### src/hw/rtl/jlgs_pkg.sv
// Shared types and constants of the Jacobi Laplace grid solver.
// Used by every module under hw/rtl but jlgs_grid_mem; depends on nothing.
package jlgs_pkg;

  localparam int GRID_MAX_DEF  = 64;
  localparam int FRAC_BITS_DEF = 16;

  localparam int VAL_W   = 23;
  localparam int SWEEP_W = 16;
  localparam int GS_W    = 7;
  localparam int POS_W   = 6;
  localparam int IN_W    = 16;
  localparam int OUT_W   = 40;
  localparam int CFG_AW  = 5;
  localparam int CFG_DW  = 32;

  localparam logic [GS_W-1:0]    GRID_SIZE_RST  = 7'd64;
  localparam logic [SWEEP_W-1:0] ITER_LIMIT_RST = 16'd5000;

  typedef enum logic [2:0] {
    REG_GRID_SIZE  = 3'd0,
    REG_TOLERANCE  = 3'd1,
    REG_ITER_LIMIT = 3'd2,
    REG_INIT_VALUE = 3'd3,
    REG_EDGE_TOP   = 3'd4,
    REG_EDGE_BOT   = 3'd5,
    REG_EDGE_LEFT  = 3'd6,
    REG_EDGE_RIGHT = 3'd7
  } reg_idx_t;

  typedef enum logic {
    ACT_SOLVE = 1'b0,
    ACT_READ  = 1'b1
  } action_t;

  typedef struct packed {
    logic [GS_W-1:0]    grid_size;
    logic [VAL_W-1:0]   tolerance;
    logic [SWEEP_W-1:0] iter_limit;
    logic [VAL_W-1:0]   init_value;
    logic [VAL_W-1:0]   edge_top;
    logic [VAL_W-1:0]   edge_bot;
    logic [VAL_W-1:0]   edge_left;
    logic [VAL_W-1:0]   edge_right;
  } cfg_t;

  typedef struct packed {
    logic rd_en;
    logic we_a;
    logic we_b;
  } mem_ctl_t;

  typedef struct packed {
    logic               done;
    logic               conv;
    logic [SWEEP_W-1:0] sweeps;
  } status_t;

endpackage

### src/hw/rtl/jlgs_cfg_regs.sv
// Configuration register file of the grid solver, APB-style write/read port.
// Depends on jlgs_pkg for the register map and the cfg_t bundle.
module jlgs_cfg_regs #(
  parameter int FRAC_BITS = jlgs_pkg::FRAC_BITS_DEF
) (
  input  logic                        clk,
  input  logic                        rst_n,
  input  logic                        cfg_psel,
  input  logic                        cfg_penable,
  input  logic                        cfg_pwrite,
  input  logic [jlgs_pkg::CFG_AW-1:0] cfg_paddr,
  input  logic [jlgs_pkg::CFG_DW-1:0] cfg_pwdata,
  output logic [jlgs_pkg::CFG_DW-1:0] cfg_prdata,
  output logic                        cfg_pready,
  output jlgs_pkg::cfg_t              cfg
);

  localparam logic [63:0] ONE_FIX  = 64'd1 << FRAC_BITS;
  localparam logic [63:0] TOL_FULL = ONE_FIX / 64'd100;
  localparam logic [63:0] INI_FULL = ONE_FIX * 64'd75;
  localparam logic [63:0] HUN_FULL = ONE_FIX * 64'd100;
  localparam logic [jlgs_pkg::VAL_W-1:0] TOL_RST = TOL_FULL[jlgs_pkg::VAL_W-1:0];
  localparam logic [jlgs_pkg::VAL_W-1:0] INI_RST = INI_FULL[jlgs_pkg::VAL_W-1:0];
  localparam logic [jlgs_pkg::VAL_W-1:0] HUN_RST = HUN_FULL[jlgs_pkg::VAL_W-1:0];

  jlgs_pkg::cfg_t     cfg_r;
  jlgs_pkg::reg_idx_t idx;
  logic               wr_en;

  assign idx        = jlgs_pkg::reg_idx_t'(cfg_paddr[jlgs_pkg::CFG_AW-1:2]);
  assign cfg_pready = 1'b1;
  assign wr_en      = cfg_psel && cfg_penable && cfg_pwrite && cfg_pready;
  assign cfg        = cfg_r;

  always_ff @(posedge clk) begin
    if (!rst_n) begin
      cfg_r.grid_size  <= jlgs_pkg::GRID_SIZE_RST;
      cfg_r.tolerance  <= TOL_RST;
      cfg_r.iter_limit <= jlgs_pkg::ITER_LIMIT_RST;
      cfg_r.init_value <= INI_RST;
      cfg_r.edge_top   <= HUN_RST;
      cfg_r.edge_bot   <= '0;
      cfg_r.edge_left  <= HUN_RST;
      cfg_r.edge_right <= HUN_RST;
    end else if (wr_en) begin
      unique case (idx)
        jlgs_pkg::REG_GRID_SIZE:  cfg_r.grid_size  <= cfg_pwdata[jlgs_pkg::GS_W-1:0];
        jlgs_pkg::REG_TOLERANCE:  cfg_r.tolerance  <= cfg_pwdata[jlgs_pkg::VAL_W-1:0];
        jlgs_pkg::REG_ITER_LIMIT: cfg_r.iter_limit <= cfg_pwdata[jlgs_pkg::SWEEP_W-1:0];
        jlgs_pkg::REG_INIT_VALUE: cfg_r.init_value <= cfg_pwdata[jlgs_pkg::VAL_W-1:0];
        jlgs_pkg::REG_EDGE_TOP:   cfg_r.edge_top   <= cfg_pwdata[jlgs_pkg::VAL_W-1:0];
        jlgs_pkg::REG_EDGE_BOT:   cfg_r.edge_bot   <= cfg_pwdata[jlgs_pkg::VAL_W-1:0];
        jlgs_pkg::REG_EDGE_LEFT:  cfg_r.edge_left  <= cfg_pwdata[jlgs_pkg::VAL_W-1:0];
        jlgs_pkg::REG_EDGE_RIGHT: cfg_r.edge_right <= cfg_pwdata[jlgs_pkg::VAL_W-1:0];
        default: ;
      endcase
    end
  end

  always_comb begin
    unique case (idx)
      jlgs_pkg::REG_GRID_SIZE:  cfg_prdata = jlgs_pkg::CFG_DW'(cfg_r.grid_size);
      jlgs_pkg::REG_TOLERANCE:  cfg_prdata = jlgs_pkg::CFG_DW'(cfg_r.tolerance);
      jlgs_pkg::REG_ITER_LIMIT: cfg_prdata = jlgs_pkg::CFG_DW'(cfg_r.iter_limit);
      jlgs_pkg::REG_INIT_VALUE: cfg_prdata = jlgs_pkg::CFG_DW'(cfg_r.init_value);
      jlgs_pkg::REG_EDGE_TOP:   cfg_prdata = jlgs_pkg::CFG_DW'(cfg_r.edge_top);
      jlgs_pkg::REG_EDGE_BOT:   cfg_prdata = jlgs_pkg::CFG_DW'(cfg_r.edge_bot);
      jlgs_pkg::REG_EDGE_LEFT:  cfg_prdata = jlgs_pkg::CFG_DW'(cfg_r.edge_left);
      jlgs_pkg::REG_EDGE_RIGHT: cfg_prdata = jlgs_pkg::CFG_DW'(cfg_r.edge_right);
      default:                  cfg_prdata = '0;
    endcase
  end

endmodule

### config.mk
export PLATFORM = sky130hd
export DESIGN_NAME = jlgs_cfg_regs
export DESIGN_NICKNAME = d
export VERILOG_FILES = /design/src/hw/rtl/jlgs_pkg.sv /design/src/hw/rtl/jlgs_cfg_regs.sv
export SDC_FILE = /design/constraint.sdc
export NUM_CORES = 1
export LEC_CHECK = 0
export BUFFER_PORTS_ARGS = -buffer_cell sky130_fd_sc_hd__buf_2
export CAP_MARGIN = 20
export CORE_UTILIZATION = 40
export CTS_BUF_LIST = sky130_fd_sc_hd__clkbuf_8
export DETAILED_ROUTE_END_ITERATION = 6
export PLACE_DENSITY = 0.69
export SYNTH_ARGS = -nofsm -noshare
export SYNTH_HDL_FRONTEND = slang
export SYNTH_SLANG_ARGS = --single-unit
### constraint.sdc
create_clock -name clk -period 1.9 [get_ports clk]
set_input_delay 0.19 -clock clk [delete_from_list [all_inputs] [get_ports clk]]
set_output_delay 0.19 -clock clk [all_outputs]
set_load 0.05 [all_outputs]
==> flow_metrics.py <==
metrics = {
    "run_status": {
        "status": "finished with violations",
        "violations": "design-rule violations, negative setup slack",
    },
    "placed_design": {
        "place.detailed.hpwl_mm": 17.05,
        "io_buffers": 214,
        "placed_area_mm2": 0.008937,
        "place_congestion": 0.8388,
    },
    "sta": {
        "slew_violations": 0,
        "fin_crit_ps": 1921,
        "finalSetupViolCount": 3,
        "maxSlewHeadroom_pct": 58.61,
        "fmax_mhz": 520.5,
        "grt_setup_unrepaired": "yes",
        "fin_skew_ps": 0,
        "period_share_pct": 101.1,
        "tightest_slew_ps": 620.9,
        "setup_ws_ps": -21.30,
        "hold_viol": 0,
    },
    "layout": {
        "drive_gt1_share_pct": 33.22,
        "diodes": 0,
        "area_growth_pct": 28.74,
        "largest_reg_flops": 161,
        "nets": 1168,
        "fin_area_mm2": 0.009590,
        "fin_util_pct": 53.03,
    },
    "die": {
        "fp.dieW_um": 138.5,
        "core_area_mm2": 0.01809,
        "die_h_um": 138.5,
        "start_util_pct": 41.19,
        "ios": 236,
        "dieArea_mm2": 0.01917,
        "rows": 49,
    },
    "cts": {
        "cts_root_buffer": "clkbuf_8",
        "cts.hold.buffers_added": 0,
        "clk_pin_slew_ps": 80,
        "clk_path_buf_depth": 2,
        "cts_sinks": 161,
        "clkLatencyLatePin_ps": 450,
        "cts_tree": "yes",
        "htreeDepth": 4,
        "cts_made_buffers": 17,
    },
    "power": {
        "leakagePower_uw": 0.004186,
        "ir_drop_v": 0.0004893,
        "powerDensity_mw_per_mm2": 714.3,
    },
    "global_route": {
        "grt_pass1_vias": 6734,
        "grt_antenna_before_repair": 0,
        "gr-usage-all-layers_pct": 25.90,
        "grt-ovfl-total": 0,
        "grt_max_degree": 56,
        "grt_first_pass_wirelength_mm": 38.39,
    },
    "logic_synthesis": {
        "ys_seq_area_share_pct": 43.27,
        "synth_seq_cells": 161,
        "netlist_area_mm2": 0.007450,
        "yosysUniqueCellTypes": 34,
        "syn_avg_cell_area_um2": 8.195,
        "yosys_warnings": 0,
        "syn_inst": 909,
    },
    "setup_path": {
        "worstPathCellList": "mux2_2 > a22o_1 > a221oi_2 > nor2_2 > buf_6",
        "cp.arrival_ps": 1730,
        "cp.required_ps": 1710,
        "crit_slowest_cell": "dfxtp_2",
        "critPathMaxFanout": 2,
        "crit_type": "reg2out",
        "crit_path_end_kind": "output port",
        "max_stage_delay_ps": 330,
        "cp-start-kind": "flip-flop",
    },
    "drt": {
        "final_antenna_net_count": 0,
        "detail_route.iter0.violations": 459,
        "wirelength_mm": 24.85,
        "via_count": 7209,
        "routed_via_density": 5.285,
        "dr.pass1.iters": 7,
        "wl_per_cell_um": 18.22,
        "route.detailed.drc": 28,
    },
    "flow_run": {
        "maxCapViolCount": 0,
    },
    "min_path": {
        "hp-class": "in2reg",
    },
}
==> routing by layer <==
metal | global-route usage, % | wire length (um)
met2 | 42.11 | 11380
met1 | 33.29 | 11020
met5 | 0 | 0
met4 | 7.451 | 408
met3 | 7.447 | 2046
==> metrics by stage <==
stage | total power (uW) | hold slack (ps) | setup slack (ps) | std cells | TNS, ps
2_1_floorplan | 4049 | 314.0 | -58.94 | 917 | -320.4
4_1_cts | 6872 | 1.767 | -35.00 | 1359 | -156.3
3_3_place_gp | 4296 | 453.3 | 42.18 | 1321 | 0
6_report | 6850 | 20.40 | -21.30 | 1364 | -50.58
5_1_grt | 7078 | 12.62 | -110.3 | 1364 | -638.5
3_5_place_dp | 4298 | 457.9 | 40.84 | 1321 | 0
==> power breakdown <==
part           leakage [uW]  switching [uW]  total (uW)  internal [uW]
Sequential          0.00131            22.7        3420           3400
Clock              0.000202            1230        2590           1360
Combinational       0.00268             567         838            271
==> final timing paths <==
path                                           start                   end  slack, ps  cells past startpoint
worst max-delay path            cfg[51]$_SDFFE_PN0P_         cfg_prdata[5]        -20                      5
worst min-delay path                  cfg_pwdata[20]  cfg[43]$_SDFFE_PN0P_         20                      3
worst max register to register  cfg[46]$_SDFFE_PN0P_  cfg[46]$_SDFFE_PN0P_       1180                      3
worst min register to register   cfg[6]$_SDFFE_PN0P_   cfg[6]$_SDFFE_PN0P_        470                      2
==> critical path: cells and delay by family, from the launching register on <==
family / cells / cell delay, ps
AOI/OAI and AO/OA: 2 / 470
DFF: 1 / 330
muxes: 1 / 260
buffers and inverters: 1 / 150
and+or+nand+nor: 1 / 60
==> Yosys cell counts, drive strengths merged <==
| library cell | count | share of area [%] |
|---|---|---|
| nand4b | 1 | 0.32 |
| nand3 | 26 | 1.7 |
| clkbuf | 35 | 1.8 |
| mux4 | 5 | 1.5 |
| inv | 8 | 0.40 |
| dfxtp | 161 | 43 |
| nor3 | 1 | 0.22 |
| mux2i | 30 | 4.0 |
| a211oi | 1 | 0.10 |
| conb | 2 | 0.10 |
| a22o | 19 | 2.2 |
| a22oi | 8 | 0.81 |
| nand3b | 1 | 0.10 |
| nor2b | 11 | 0.92 |
| buf | 58 | 4.7 |
| a221o | 1 | 0.13 |
| a21oi | 2 | 0.13 |
| or3 | 3 | 0.25 |
| a21boi | 130 | 13 |
| or2 | 6 | 0.50 |
| mux2 | 16 | 2.4 |
| o221ai | 7 | 0.82 |
| nand2b | 4 | 0.34 |
| a221oi | 14 | 1.6 |
| nand2 | 324 | 16 |
| nand4 | 1 | 0.17 |
| nor2 | 23 | 1.2 |
| o21ai | 10 | 0.67 |
| o211ai | 1 | 0.10 |
==> cell usage in the layout (no fill, tap or decap), types with 2 or more instances in the layout <==
master / synthesis / final
o21ai_1: 0 / 4
clkinvlp_4: 0 / 2
buf_6: 4 / 8
conb_1: 2 / 10
nand2b_1: 4 / 4
nand2_1: 324 / 324
buf_4: 15 / 62
o21ai_0: 10 / 6
nor2_1: 23 / 9
or3_1: 3 / 3
mux2_2: 16 / 12
bufinv_16: 0 / 3
or2_1: 3 / 3
o221ai_1: 7 / 6
mux2_4: 0 / 4
a221oi_2: 0 / 6
nor2b_1: 11 / 10
or2_2: 3 / 3
mux2i_1: 30 / 30
a221oi_1: 14 / 8
dfxtp_1: 161 / 143
nor2_2: 0 / 14
buf_12: 0 / 11
clkbuf_8: 0 / 20
nand3_1: 26 / 26
buf_2: 37 / 202
a22oi_1: 8 / 8
mux4_2: 5 / 5
a22o_1: 19 / 19
a21boi_1: 48 / 48
inv_1: 8 / 11
dfxtp_2: 0 / 18
a21boi_0: 82 / 82
==> cell families after synthesis <==
logic type / count (synthesis) / share of synthesized area (%)
multiplexers: 51 / 7.961
AO/OA/AOI/OAI: 193 / 19.75
flip-flops: 161 / 43.27
buffers and inverters: 101 / 6.869
AND/OR/NAND/NOR: 401 / 22.05
other: 2 / 0.1008
==> area by class of cell <==
type	instances	area (um^2)
well taps	229	286.5
repair buffers	283	1787
clock inverters	8	116.4
inverters	8	30.03
flip-flops and latches	161	3246
multi-input cells	655	3850
clock buffers	20	275.3
fillers	1712	8496
==> timing repair <==
item                                    4_1_cts  5_1_grt
endpoints found under the setup margin        8       16
gates cloned                                  0        0
pin swaps                                     6        9
endpoints found under the hold margin         0        0
resized for setup                            35       19
buffers inserted                             10        5
Note: power is estimated with default switching activity, not from simulation.
