### src/hw/rtl/jlgs_pkg.sv
// Shared types and constants of the Jacobi Laplace grid solver.
// Used by every module under hw/rtl but jlgs_grid_mem; depends on nothing.
package jlgs_pkg;

  localparam int GRID_MAX_DEF  = 64;
  localparam int FRAC_BITS_DEF = 16;

  localparam int VAL_W   = 23;
  localparam int SWEEP_W = 16;
  localparam int GS_W    = 7;
  localparam int POS_W   = 6;
  localparam int IN_W    = 16;
  localparam int OUT_W   = 40;
  localparam int CFG_AW  = 5;
  localparam int CFG_DW  = 32;

  localparam logic [GS_W-1:0]    GRID_SIZE_RST  = 7'd64;
  localparam logic [SWEEP_W-1:0] ITER_LIMIT_RST = 16'd5000;

  typedef enum logic [2:0] {
    REG_GRID_SIZE  = 3'd0,
    REG_TOLERANCE  = 3'd1,
    REG_ITER_LIMIT = 3'd2,
    REG_INIT_VALUE = 3'd3,
    REG_EDGE_TOP   = 3'd4,
    REG_EDGE_BOT   = 3'd5,
    REG_EDGE_LEFT  = 3'd6,
    REG_EDGE_RIGHT = 3'd7
  } reg_idx_t;

  typedef enum logic {
    ACT_SOLVE = 1'b0,
    ACT_READ  = 1'b1
  } action_t;

  typedef struct packed {
    logic [GS_W-1:0]    grid_size;
    logic [VAL_W-1:0]   tolerance;
    logic [SWEEP_W-1:0] iter_limit;
    logic [VAL_W-1:0]   init_value;
    logic [VAL_W-1:0]   edge_top;
    logic [VAL_W-1:0]   edge_bot;
    logic [VAL_W-1:0]   edge_left;
    logic [VAL_W-1:0]   edge_right;
  } cfg_t;

  typedef struct packed {
    logic rd_en;
    logic we_a;
    logic we_b;
  } mem_ctl_t;

  typedef struct packed {
    logic               done;
    logic               conv;
    logic [SWEEP_W-1:0] sweeps;
  } status_t;

endpackage

### src/hw/rtl/jlgs_sweep_engine.sv
// Solve sequencer: fills the current grid, then runs Jacobi sweeps from the
// current buffer into the other one. Depends on jlgs_pkg.
module jlgs_sweep_engine #(
  parameter int GRID_MAX = jlgs_pkg::GRID_MAX_DEF,
  localparam int CW = $clog2(GRID_MAX),
  localparam int AW = 2 * CW
) (
  input  logic                       clk,
  input  logic                       rst_n,
  input  jlgs_pkg::cfg_t             cfg,
  input  logic                       start,
  input  logic [CW-1:0]              size_m1,
  input  logic [jlgs_pkg::VAL_W-1:0] rdata_a,
  input  logic [jlgs_pkg::VAL_W-1:0] rdata_b,
  output jlgs_pkg::mem_ctl_t         mem_ctl,
  output logic [AW-1:0]              rd_addr,
  output logic [AW-1:0]              wr_addr,
  output logic [jlgs_pkg::VAL_W-1:0] wr_data,
  output logic                       cur_b,
  output jlgs_pkg::status_t          status
);

  localparam int VW = jlgs_pkg::VAL_W;
  localparam int SUM_W = VW + 2;

  typedef enum logic [2:0] {
    S_IDLE,
    S_FILL,
    S_RD_C,
    S_RD_U,
    S_RD_D,
    S_RD_R,
    S_CALC,
    S_CHECK
  } state_t;

  state_t                       state_r;
  logic [CW-1:0]                row_r, col_r, nm1_r;
  logic [jlgs_pkg::SWEEP_W-1:0] sweeps_r;
  logic                         conv_r, done_r, cur_b_r, drain_r;
  logic [VW-1:0]                maxd_r, diff_r, up_r, dn_r, ctr_r, lft_r;
  logic                         diff_vld_r;

  logic [VW-1:0]                src, nb_up, nb_dn, nb_lf, nb_rt, v_new, diff;
  logic [SUM_W-1:0]             sum;
  logic [CW-1:0]                row_up, row_dn, col_rt;
  logic                         last_col, last_row;
  logic [jlgs_pkg::SWEEP_W-1:0] sweeps_inc;
  logic [VW-1:0]                maxd_now;

  assign src      = cur_b_r ? rdata_b : rdata_a;
  assign last_col = (col_r == nm1_r);
  assign last_row = (row_r == nm1_r);
  assign row_up   = row_r - CW'(1);
  assign row_dn   = row_r + CW'(1);
  assign col_rt   = col_r + CW'(1);

  // five-point stencil of the cell at (row_r, col_r); right neighbor arrives now
  assign nb_up = (row_r == '0) ? cfg.edge_top  : up_r;
  assign nb_dn = last_row      ? cfg.edge_bot  : dn_r;
  assign nb_lf = (col_r == '0) ? cfg.edge_left : lft_r;
  assign nb_rt = last_col      ? cfg.edge_right : src;
  assign sum   = SUM_W'(nb_up) + SUM_W'(nb_dn) + SUM_W'(nb_lf) + SUM_W'(nb_rt);
  assign v_new = sum[SUM_W-1:2];
  assign diff  = (v_new >= ctr_r) ? v_new - ctr_r : ctr_r - v_new;

  assign sweeps_inc = sweeps_r + jlgs_pkg::SWEEP_W'(1);
  assign maxd_now   = (diff_vld_r && diff_r > maxd_r) ? diff_r : maxd_r;

  always_comb begin
    mem_ctl = '0;
    rd_addr = {row_r, col_r};
    wr_addr = {row_r, col_r};
    wr_data = v_new;
    unique case (state_r)
      S_FILL: begin
        mem_ctl.we_a = !cur_b_r;
        mem_ctl.we_b = cur_b_r;
        wr_data      = cfg.init_value;
      end
      S_RD_C: begin
        mem_ctl.rd_en = 1'b1;
      end
      S_RD_U: begin
        mem_ctl.rd_en = 1'b1;
        rd_addr       = {row_up, col_r};
      end
      S_RD_D: begin
        mem_ctl.rd_en = 1'b1;
        rd_addr       = {row_dn, col_r};
      end
      S_RD_R: begin
        mem_ctl.rd_en = 1'b1;
        rd_addr       = {row_r, col_rt};
      end
      S_CALC: begin
        // write the new cell, and start the up read of the next cell
        mem_ctl.we_a  = cur_b_r;
        mem_ctl.we_b  = !cur_b_r;
        mem_ctl.rd_en = !last_col;
        rd_addr       = {row_up, col_rt};
      end
      S_IDLE, S_CHECK: ;
      default: ;
    endcase
  end

  always_ff @(posedge clk) begin
    if (!rst_n) begin
      state_r    <= S_IDLE;
      cur_b_r    <= 1'b0;
      done_r     <= 1'b0;
      conv_r     <= 1'b0;
      sweeps_r   <= '0;
      diff_vld_r <= 1'b0;
      drain_r    <= 1'b0;
    end else begin
      done_r     <= 1'b0;
      diff_vld_r <= 1'b0;
      maxd_r     <= maxd_now;
      unique case (state_r)
        S_IDLE: begin
          if (start) begin
            nm1_r    <= size_m1;
            row_r    <= '0;
            col_r    <= '0;
            sweeps_r <= '0;
            conv_r   <= 1'b0;
            state_r  <= S_FILL;
          end
        end
        S_FILL: begin
          if (!last_col) begin
            col_r <= col_rt;
          end else if (!last_row) begin
            col_r <= '0;
            row_r <= row_dn;
          end else if (cfg.iter_limit == '0) begin
            done_r  <= 1'b1;
            state_r <= S_IDLE;
          end else begin
            row_r   <= '0;
            col_r   <= '0;
            maxd_r  <= '0;
            state_r <= S_RD_C;
          end
        end
        S_RD_C: begin
          state_r <= S_RD_U;
        end
        S_RD_U: begin
          ctr_r   <= src;
          state_r <= S_RD_D;
        end
        S_RD_D: begin
          up_r    <= src;
          state_r <= S_RD_R;
        end
        S_RD_R: begin
          dn_r    <= src;
          state_r <= S_CALC;
        end
        S_CALC: begin
          diff_r     <= diff;
          diff_vld_r <= 1'b1;
          lft_r      <= ctr_r;
          ctr_r      <= src;
          if (!last_col) begin
            col_r   <= col_rt;
            state_r <= S_RD_D;
          end else if (!last_row) begin
            col_r   <= '0;
            row_r   <= row_dn;
            state_r <= S_RD_C;
          end else begin
            drain_r <= 1'b1;
            state_r <= S_CHECK;
          end
        end
        S_CHECK: begin
          // with drain_r set, fold in the last cell's change; with it clear, decide
          drain_r <= 1'b0;
          if (!drain_r) begin
            cur_b_r  <= !cur_b_r;
            sweeps_r <= sweeps_inc;
            row_r    <= '0;
            col_r    <= '0;
            if (maxd_r <= cfg.tolerance) begin
              conv_r  <= 1'b1;
              done_r  <= 1'b1;
              state_r <= S_IDLE;
            end else if (sweeps_inc == cfg.iter_limit) begin
              done_r  <= 1'b1;
              state_r <= S_IDLE;
            end else begin
              maxd_r  <= '0;
              state_r <= S_RD_C;
            end
          end
        end
        default: state_r <= S_IDLE;
      endcase
    end
  end

  assign cur_b         = cur_b_r;
  assign status.done   = done_r;
  assign status.conv   = conv_r;
  assign status.sweeps = sweeps_r;

endmodule

### config.mk
export PLATFORM = sky130hd
export DESIGN_NAME = jlgs_sweep_engine
export DESIGN_NICKNAME = d
export VERILOG_FILES = /design/src/hw/rtl/jlgs_pkg.sv /design/src/hw/rtl/jlgs_sweep_engine.sv
export SDC_FILE = /design/constraint.sdc
export NUM_CORES = 1
export LEC_CHECK = 0
export BUFFER_PORTS_ARGS = -buffer_cell sky130_fd_sc_hd__buf_4
export CELL_PAD_IN_SITES_DETAIL_PLACEMENT = 0
export CELL_PAD_IN_SITES_GLOBAL_PLACEMENT = 1
export CORE_ASPECT_RATIO = 1.2
export CORE_UTILIZATION = 48
export CTS_BUF_LIST = sky130_fd_sc_hd__clkbuf_8
export CTS_CLUSTER_SIZE = 14
export DETAILED_ROUTE_END_ITERATION = 8
export GPL_TIMING_DRIVEN = 0
export PLACE_DENSITY = 0.92
export SYNTH_ARGS = -nofsm -noshare
export SYNTH_HDL_FRONTEND = slang
export SYNTH_SLANG_ARGS = --single-unit
### constraint.sdc
create_clock -name clk -period 19.1 [get_ports clk]
set_clock_uncertainty 0.15 [all_clocks]
set_input_delay 3.82 -clock clk [delete_from_list [all_inputs] [get_ports clk]]
set_output_delay 3.82 -clock clk [all_outputs]
set_load 0.05 [all_outputs]
==> results.py <==
metrics = {
    "place": {
        "gp_congestion": 0.9103,
        "port_buffers": 277,
        "dp_hpwl_um": 33150,
        "pre_cts_ws_ns": 6.679,
        "placed_cell_area_um2": 17650,
    },
    "yosys": {
        "yosys_warnings": 0,
        "async_flop_share": 0,
        "synthCells": 1529,
        "syn_area_per_cell_um2": 9.810,
        "synth_edf_count": 156,
        "synth-simple-area-share": 0.1189,
        "yosys-top-cells-area": "edfxtp_1, ha_1, mux2_2, fa_1, inv_1",
        "syn-num-nets": 1909,
        "yosysTopAreaCellShare": 0.3123,
        "synthMuxAreaShare": 0.1079,
        "synth.most_common_cell": "inv_1",
        "synth_top_area_cell": "edfxtp_1",
        "synth-xor-area-share": 0.05314,
        "synth_top_family_by_area": "adder cells",
        "ys_seq_elements": 180,
        "ys_seq_area_frac": 0.3443,
        "ys_top_cells_by_count": "inv_1, edfxtp_1, ha_1, a21oi_1, nor2_1",
        "synthDistinctLibCells": 85,
        "ys.flop_type": "edfxtp_1",
        "yosys.area_share.adder": 0.1608,
        "synth_area_um2": 15000,
        "synth_compound_area_frac": 0.1422,
    },
    "pwr": {
        "p_leak_nw": 8.095,
        "peakVddDrop_v": 0.00004690,
        "power_density_nw_per_um2": 67.96,
    },
    "detailed_routing": {
        "drtIter0Drc": 808,
        "via_count": 12370,
        "post-route-drc-count": 0,
        "wirelength_um": 40980,
        "wire_per_inst_um": 18.31,
        "dr.pass1.iters": 5,
        "postRouteAntennaNets": 0,
        "viasPerCell": 5.527,
    },
    "floorplan": {
        "row_count": 70,
        "die_x_um": 163.4,
        "dieArea_um2": 31960,
        "core-area_um2": 30570,
        "initial_core_util": 0.4907,
        "die_y_um": 195.6,
        "io_pins": 285,
    },
    "global_routing": {
        "grt_pass1_wl_um": 64000,
        "first_global_vias": 12200,
        "grt_use_total": 0.2592,
        "grt_max_degree": 33,
        "grt_overflow": 0,
        "antenna_found_initial": 0,
    },
    "final_layout": {
        "post-route-util": 0.5894,
        "layout-drive-gt1-share": 0.2438,
        "n_antenna_cell": 0,
        "design_area_um2": 18020,
        "area_delta_synth_final_pct": 20.11,
        "nNetsFinal": 2209,
    },
    "job": {
        "drv_cap": 0,
    },
    "critical_path": {
        "critPathKind": "in2out",
        "path_max_fanout": 4,
        "cpMaxStageDelayCell": "fa_1",
        "crit_start": "cfg[71]",
        "worst_path_largest_cell_delay_ns": 0.53,
        "rr_startpoint": "row_r[1]",
        "worstPathRequired_ns": 15.13,
        "critPathLaunchType": "primary input",
        "path_cells": "buf_4 -> mux2_2 -> fa_1 -> inv_1 -> fa_1 -> inv_1 -> fa_1 -> a21oi_1 -> o211a_1 -> o21ai_0 -> nor3_1 -> o21ai_0 -> a21o_1 -> a2111oi_0 -> nor3_1 -> xor2_1 -> mux2_2 -> buf_4",
        "rr_worst_depth": 30,
        "cp-end-kind": "primary output",
        "cpMostUsedCell": "fa_1",
        "arrival_ns": 8.51,
    },
    "sta": {
        "tns_ns": 0,
        "setup_ws_ns": 6.618,
        "slew_violations": 0,
        "setup_viol": 0,
        "whs_ns": 0.3010,
        "fin_crit_sh": 0.6535,
        "worstMarginPinSlew_ns": 1.386,
        "max_freq_ghz": 0.08012,
        "slew_headroom": 0.07602,
        "finalHoldViolations": 0,
        "rsz0062_at_grt": "no",
        "finalCriticalPeriod_ns": 12.48,
    },
    "hold_path": {
        "holdPathStages": 0,
        "min_path_type": "reg2reg",
        "holdCritStartpoint": "ctr_r[22]",
    },
    "cts": {
        "cts_resized": 0,
        "cts.sinks": 180,
        "clk_latency_ns": 0.48,
        "htree_levels": 4,
        "clock_path_buffers": 2,
        "cts_buffers": 17,
        "postCtsSetupRepairBufs": 0,
        "path_clk_slew_ns": 0.08,
        "holdBufCountCts": 0,
        "cts_root_buf": "clkbuf_8",
        "cts_tree": "built",
    },
    "outcome": {
        "status": "finished, final reports clean",
    },
}
layout make-up:
cell class              instances  area [µm²]
flip-flops and latches        180        5165
repair buffers                281        2137
inverters                     194       728.2
clock buffers                  19       261.5
plain buffers                  72       362.8
multi-input cells            1083        8758
fillers                      2694       12550
clock inverters                13       107.6
well taps                     396       495.5
power breakdown:
group / switching (W) / internal (W) / leakage, nW
registers: 0.00000498 / 0.000444 / 1.62
logic: 0.000314 / 0.000205 / 6.27
clock network: 0.000146 / 0.000110 / 0.205
sequential cells by signal (all words and copies together), names as in the netlist, 6 cells and up:
| register | flops |
|---|---|
| nm1_r | 6 |
| up_r | 23 |
| sweeps_r | 16 |
| dn_r | 23 |
| col_r | 6 |
| lft_r | 23 |
| row_r | 6 |
| diff_r | 23 |
| ctr_r | 23 |
| maxd_r | 23 |
path summary, 6_finish.rpt:
| path | end | slack [ns] |
|---|---|---|
| max | wr_data[15] | 6.62 |
| min | lft_r[22] | 0.30 |
| max reg2reg | diff_r[1] | 8.99 |
| min reg2reg | lft_r[22] | 0.30 |
stage by stage:
stage                     power [W]  cells
after floorplan           0.0008178   1529
after global placement    0.0009654   2202
after detailed placement  0.0009706   2206
after CTS                  0.001225   2238
after global routing       0.001294   2238
final                      0.001224   2238
logic make-up after synthesis:
kind of cell	Yosys count
compound gates	328
xor+xnor	91
fa+ha+maj	164
buf+inv	266
flops	180
mux	150
simple gates	350
metal layers:
metal  share of wire  wire length [µm]  global-route usage
met4           0.032              1323             0.09242
met2            0.49             20100              0.4408
met5               0                 0                   0
met3           0.047              1942             0.03101
met1            0.43             17620              0.3365
critical path, delay by kind of cell:
kind	cells	cell delay (ns)
AO/OA/AOI/OAI	6	1.36
multiplexers	2	0.55
adder cells (fa/ha/maj)	3	1.52
XOR/XNOR	1	0.52
AND/OR/NAND/NOR	2	0.31
buffers and inverters	4	0.42
layout by cell type (no fill, tap or decap), types with 48 or more instances in the layout:
cell type	netlist	layout
xnor2_1	54	54
nor2_1	90	88
fa_1	48	48
mux2i_1	60	60
edfxtp_1	156	156
ha_1	116	116
mux2_2	89	89
buf_4	3	280
o21ai_0	71	71
a21oi_1	101	101
inv_1	194	197
nand2_1	88	88
Power figures use the tool's default switching activity.
